==> src/design/skt_pkg.sv <==
// ----------------------------------------------------------------------------
// skt_pkg
// Shared types and constants of the sorted key table unit.
// ----------------------------------------------------------------------------
package skt_pkg;
    localparam int TableDepth = 64;
    localparam int IdxW = 6;
    localparam int CntW = 7;
    localparam int AddrW = 48;

    localparam logic [1:0] REQ_LOOKUP = 2'd0;
    localparam logic [1:0] REQ_INSERT = 2'd1;
    localparam logic [1:0] REQ_DELETE = 2'd2;
    localparam logic [1:0] REQ_RSVD   = 2'd3;

    localparam logic [1:0] ST_DONE   = 2'd0;
    localparam logic [1:0] ST_ABSENT = 2'd1;
    localparam logic [1:0] ST_FULL   = 2'd2;

    typedef struct packed {
        logic [AddrW-1:0] key;
        logic [AddrW-1:0] addr;
        logic [23:0]      len;
        logic [23:0]      ord;
    } entry_t;

    typedef struct packed {
        logic capture;
        logic update;
    } cmd_t;

    typedef struct packed {
        logic hit;
        logic full;
    } stat_t;
endpackage

==> src/design/skt_ctrl.sv <==
// ----------------------------------------------------------------------------
// skt_ctrl
// Request sequencer: capture, compare and update, result hold.
// ----------------------------------------------------------------------------
module skt_ctrl (
    input  logic           aclk,
    input  logic           aresetn,
    input  logic           s_valid,
    output logic           s_ready,
    output logic           m_valid,
    input  logic           m_ready,
    output skt_pkg::cmd_t  cmd
);
    typedef enum logic [2:0] {
        S_IDLE = 3'b001,
        S_EXEC = 3'b010,
        S_OUT  = 3'b100
    } state_t;

    state_t state_reg, state_next;

    always_ff @(posedge aclk) begin
        if (!aresetn) begin
            state_reg <= S_IDLE;
        end else begin
            state_reg <= state_next;
        end
    end

    always_comb begin
        state_next = state_reg;
        case (state_reg)
            S_IDLE: if (s_valid) state_next = S_EXEC;
            S_EXEC: state_next = S_OUT;
            S_OUT: begin
                if (m_ready) state_next = s_valid ? S_EXEC : S_IDLE;
            end
            default: state_next = S_IDLE;
        endcase
    end

    assign m_valid = (state_reg == S_OUT);
    assign s_ready = (state_reg == S_IDLE) || ((state_reg == S_OUT) && m_ready);
    assign cmd.capture = s_valid && s_ready;
    assign cmd.update = (state_reg == S_EXEC);
endmodule

==> config.mk <==
export PLATFORM = sky130hd
export DESIGN_NAME = skt_ctrl
export DESIGN_NICKNAME = d
export VERILOG_FILES = /design/src/design/skt_pkg.sv /design/src/design/skt_ctrl.sv
export SDC_FILE = /design/constraint.sdc
export NUM_CORES = 1
export LEC_CHECK = 0
export ABC_CLOCK_PERIOD_IN_PS = 800
export BUFFER_PORTS_ARGS = -buffer_cell sky130_fd_sc_hd__buf_2
export CORE_AREA = 2 2 39 41
export DETAILED_ROUTE_END_ITERATION = 6
export DIE_AREA = 0 0 41 43
export PLACE_DENSITY = 0.35
export SYNTH_ARGS = -nofsm -noshare
export SYNTH_HDL_FRONTEND = slang
export SYNTH_SLANG_ARGS = --single-unit
export TNS_END_PERCENT = 1
==> constraint.sdc <==
create_clock -name aclk -period 0.8 [get_ports aclk]
set_input_delay 0.24 -clock aclk [delete_from_list [all_inputs] [get_ports aclk]]
set_output_delay 0.24 -clock aclk [all_outputs]
set_load 0.005 [all_outputs]
==> results list <==
- Die ar.: 1760 um2
* Highest attainable clock frequency: between 700 and 800 MHz
* First-pass DRT Iterations: 4
- Instance count of the mapped netlist: 19
* Initial antenna violation count: 0
- Of the post-synthesis cell area, the dominant cell type holds 0.381.
* RSZ-0062 raised after global routing: true
* Setup crit start kind: flip-flop
- Using the TritonRoute via totals, the vias-per-cell ratio works out to about 3.6.
* Top cell type by total area after synthesis: sky130_fd_sc_hd__dfxtp_1
- Cts bufs inserted: 3
- Violations in the final reports: setup timing
* Share of cell area taken by muxes after synthesis: 0
* Worst ir drop on vdd: approximately 0.45 mV
- In this run the remaining antenna-violating nets after routing total 0.
* Core area: 1380 um2
* Distinct cell type count after synthesis: 12
- The worst register-to-register path begins at state_reg[2].
- Endpoint type of the worst setup path: output port
- By area the synthesized netlist is led by sky130_fd_sc_hd__dfxtp_1 (38%), sky130_fd_sc_hd__nand2b_1 (16%), sky130_fd_sc_hd__and3b_2 (6.3%).
- Total routing resource utilization after global routing: 0.0612
* Complex-gate fraction of the synthesized area: 0.190
- Adding up every negative setup slack in the final design gives -1.87 ns.
- Worst clock skew: roughly 0.0018 ns
* Routability Congestion: between 0.6 and 0.7
* Max stage delay on crit path: approximately 0.31 ns
- 8 I/O pins were placed.
* TritonCTS Sinks: 3
* Vias in the first global route: ~170
- Slew margin rel.: 0.900
- Largest net degree at the start of global routing: 5
- Max FFs per register: 3
- Clk Latency, worst-skew pair: 0.23 ns
- Total of flip-flops plus latches after synthesis: 3
- Number of input and output port buffers inserted: 7
- Setup violations remaining at the end of the flow were counted as 7.
* CP max-delay cell: sky130_fd_sc_hd__dfxtp_1
- TritonCTS built the clock tree.
- In this run the deepest clock path goes through 2 buffers.
* Routed via count: 168
* Result of the run: finished with violations
- H-tree depth: 1
* Main combinational cell family by area after synthesis: simple AND/OR/NAND/NOR gates
* Fraction of layout instances using a drive strength above 1: 0.419
- Basic-gate share of the synthesized area counting and, or, nand and nor cells: 0.429
- Counting instances, the worst hold path has a depth of 2.
* Portion of the clock cycle consumed by the worst path in the final layout: 1.59
- Final-report max-slew violation count: 0
* Mean routed wirelength per cell: roughly 7.7 um
- For the worst setup path, the data arrival time is ~1.0 ns.
- Standard-cell row count: 14
* Required arrival time at the worst endpoint: 0.56 ns
- Detailed Place HPWL: about 280 um
- For flop-to-flop paths, the worst setup slack is -0.10 ns.
- OpenSTA, run right after detailed placement, puts the worst setup slack at -0.224 ns.
- Dividing the synthesized area by the synthesized cell count gives just over 8 um2.
* Hold Crit Endpoint: state_reg[0]
- The die is roughly 41 um wide.
* Hold_buf cts: 0
- The floorplan step set the die height to 43 um.
- Total number of yosys warnings: 0
* Layout overhead on the synthesized area: 56.3%
- 0 antenna diodes ended up in the layout.
* Net total in the final layout: 36
- For the pin with the worst max-slew slack, the measured transition is between 0.1 and 0.15 ns.
* Setup Fix Bufs, Post-CTS: 0
- The detailed router finished its first iteration with 2 violations.
- Type of the worst min-delay path: primary input to flip-flop
- The final layout contains routed wiring with a total length of around 360 um.
- Once routing completed, OpenROAD measured the worst setup slack at -0.471 ns.
* Crit Path Class: flip-flop to output port
- The final hold violation count is 0.
- The signal on the critical path passes through nand2b_1 > a21oi_2 > buf_2.
- Of the total synthesized cell area, the portion taken by full adders, half adders and majority gates is 0.
* Critical R2R Capture: state_reg[2]
- Counting I/O delays and the setup requirement, the final critical path takes around 1.3 ns.
- Of the total synthesized cell area, the portion taken by XOR and XNOR cells is 0.
* Length in cells of the worst reg-to-reg path: 3
- Number of gates resized after cts: 0
- Overall overflow remaining after global route: 0
- Post-route DRC: 0
- Post-synthesis instance area: around 160 um2
- For this run, the register share of the synthesized area comes to 0.381.
* Max FO, Critical Path: 4
- Clock-pin slew was measured on the worst setup and hold paths at roughly 0.030 ns.
- Syn Nets: 23
- For this configuration, the core starts out at a cell density of 0.114.
* CTS Root Cell: sky130_fd_sc_hd__clkbuf_4
- The tool flagged a number of max-cap violations equal to 0.
- The analysis attributes to cell leakage a power of roughly 0.11 nW.
- For this design the ratio of total power to cell area is about 2000 nW/um2.
* Worst hold path startpoint: aresetn
- Global-route wire length before repair: 669 um
[layout by cell type (no fill, tap or decap), drive strengths merged]
cell type / n
a21oi: 2
nand3b: 1
nor2: 2
nor3: 1
buf: 8
o21ai: 2
o22ai: 1
and3b: 1
nand2b: 4
dfxtp: 3
clkbuf: 4
nor2b: 1
and2: 1
[metrics by stage]
step	utilization	instance area, um2	std cells	total power [mW]	hold WS [ns]
5_1_grt	0.178	246	47	0.534	0.226
6_report	0.178	246	47	0.492	0.222
3_3_place_gp	0.159	220	43	0.236	0.453
4_1_cts	0.178	246	47	0.506	0.218
2_1_floorplan	-	158	19	0.202	0.316
3_5_place_dp	0.159	220	43	0.234	0.456
[per-layer routing]
layer / vias to the layer above / GRT usage / share of wire
met2: 10 / 0.0688 / 0.34
met3: 0 / 0.0471 / 0.17
met4: 0 / 0.0600 / 0
li1: 91 / - / -
met5: - / 0 / 0
met1: 67 / 0.0673 / 0.50
[logic make-up after synthesis]
logic type       after synthesis
AO/OA/AOI/OAI                  5
flip-flops                     3
AND/OR/NAND/NOR               11
[synth_stat cells]
cell                       number
sky130_fd_sc_hd__nor3_1         1
sky130_fd_sc_hd__nand2b_1       4
sky130_fd_sc_hd__and2_1         1
sky130_fd_sc_hd__and3b_2        1
sky130_fd_sc_hd__a21oi_1        1
sky130_fd_sc_hd__nand3b_1       1
sky130_fd_sc_hd__o22ai_1        1
sky130_fd_sc_hd__nor2_1         2
sky130_fd_sc_hd__dfxtp_1        3
sky130_fd_sc_hd__nor2b_1        1
sky130_fd_sc_hd__o21ai_0        2
sky130_fd_sc_hd__a21oi_2        1
[where the power goes]
part           internal, mW  total, mW  switching (mW)
Sequential            0.159      0.164         0.00580
Combinational        0.0356     0.0675          0.0319
Clock                 0.187      0.260          0.0734
[critical path, delay by kind of cell (launching register included)]
kind	cells	cell delay, ns
compound gates	1	0.17
buf+inv	1	0.13
simple gates	1	0.19
flops	1	0.31
[timing repair]
item                                    in CTS  in global routing
pin swaps                                    0                  0
cloned                                       0                  0
endpoints found under the setup margin       7                  7
[worst max-delay path by stage]
stage | start | end | slack [ns]
finish | state_reg[2] | cmd[1] | -0.47
CTS | state_reg[2] | cmd[1] | -0.47
detailed placement | state_reg[2] | cmd[1] | -0.22
global placement | state_reg[2] | cmd[1] | -0.23
floorplan | state_reg[0] | s_ready | -0.12
global route | state_reg[2] | cmd[1] | -0.53
[area by class of cell]
cell class | instances | area [um2]
flip-flops and latches | 3 | 60.1
multi-input cells | 16 | 97.6
clock buffers | 4 | 26.3
well taps | 16 | 20.0
repair buffers | 8 | 42.5
fillers | 157 | 1140
No activity file was read; power rests on OpenSTA's default activity.
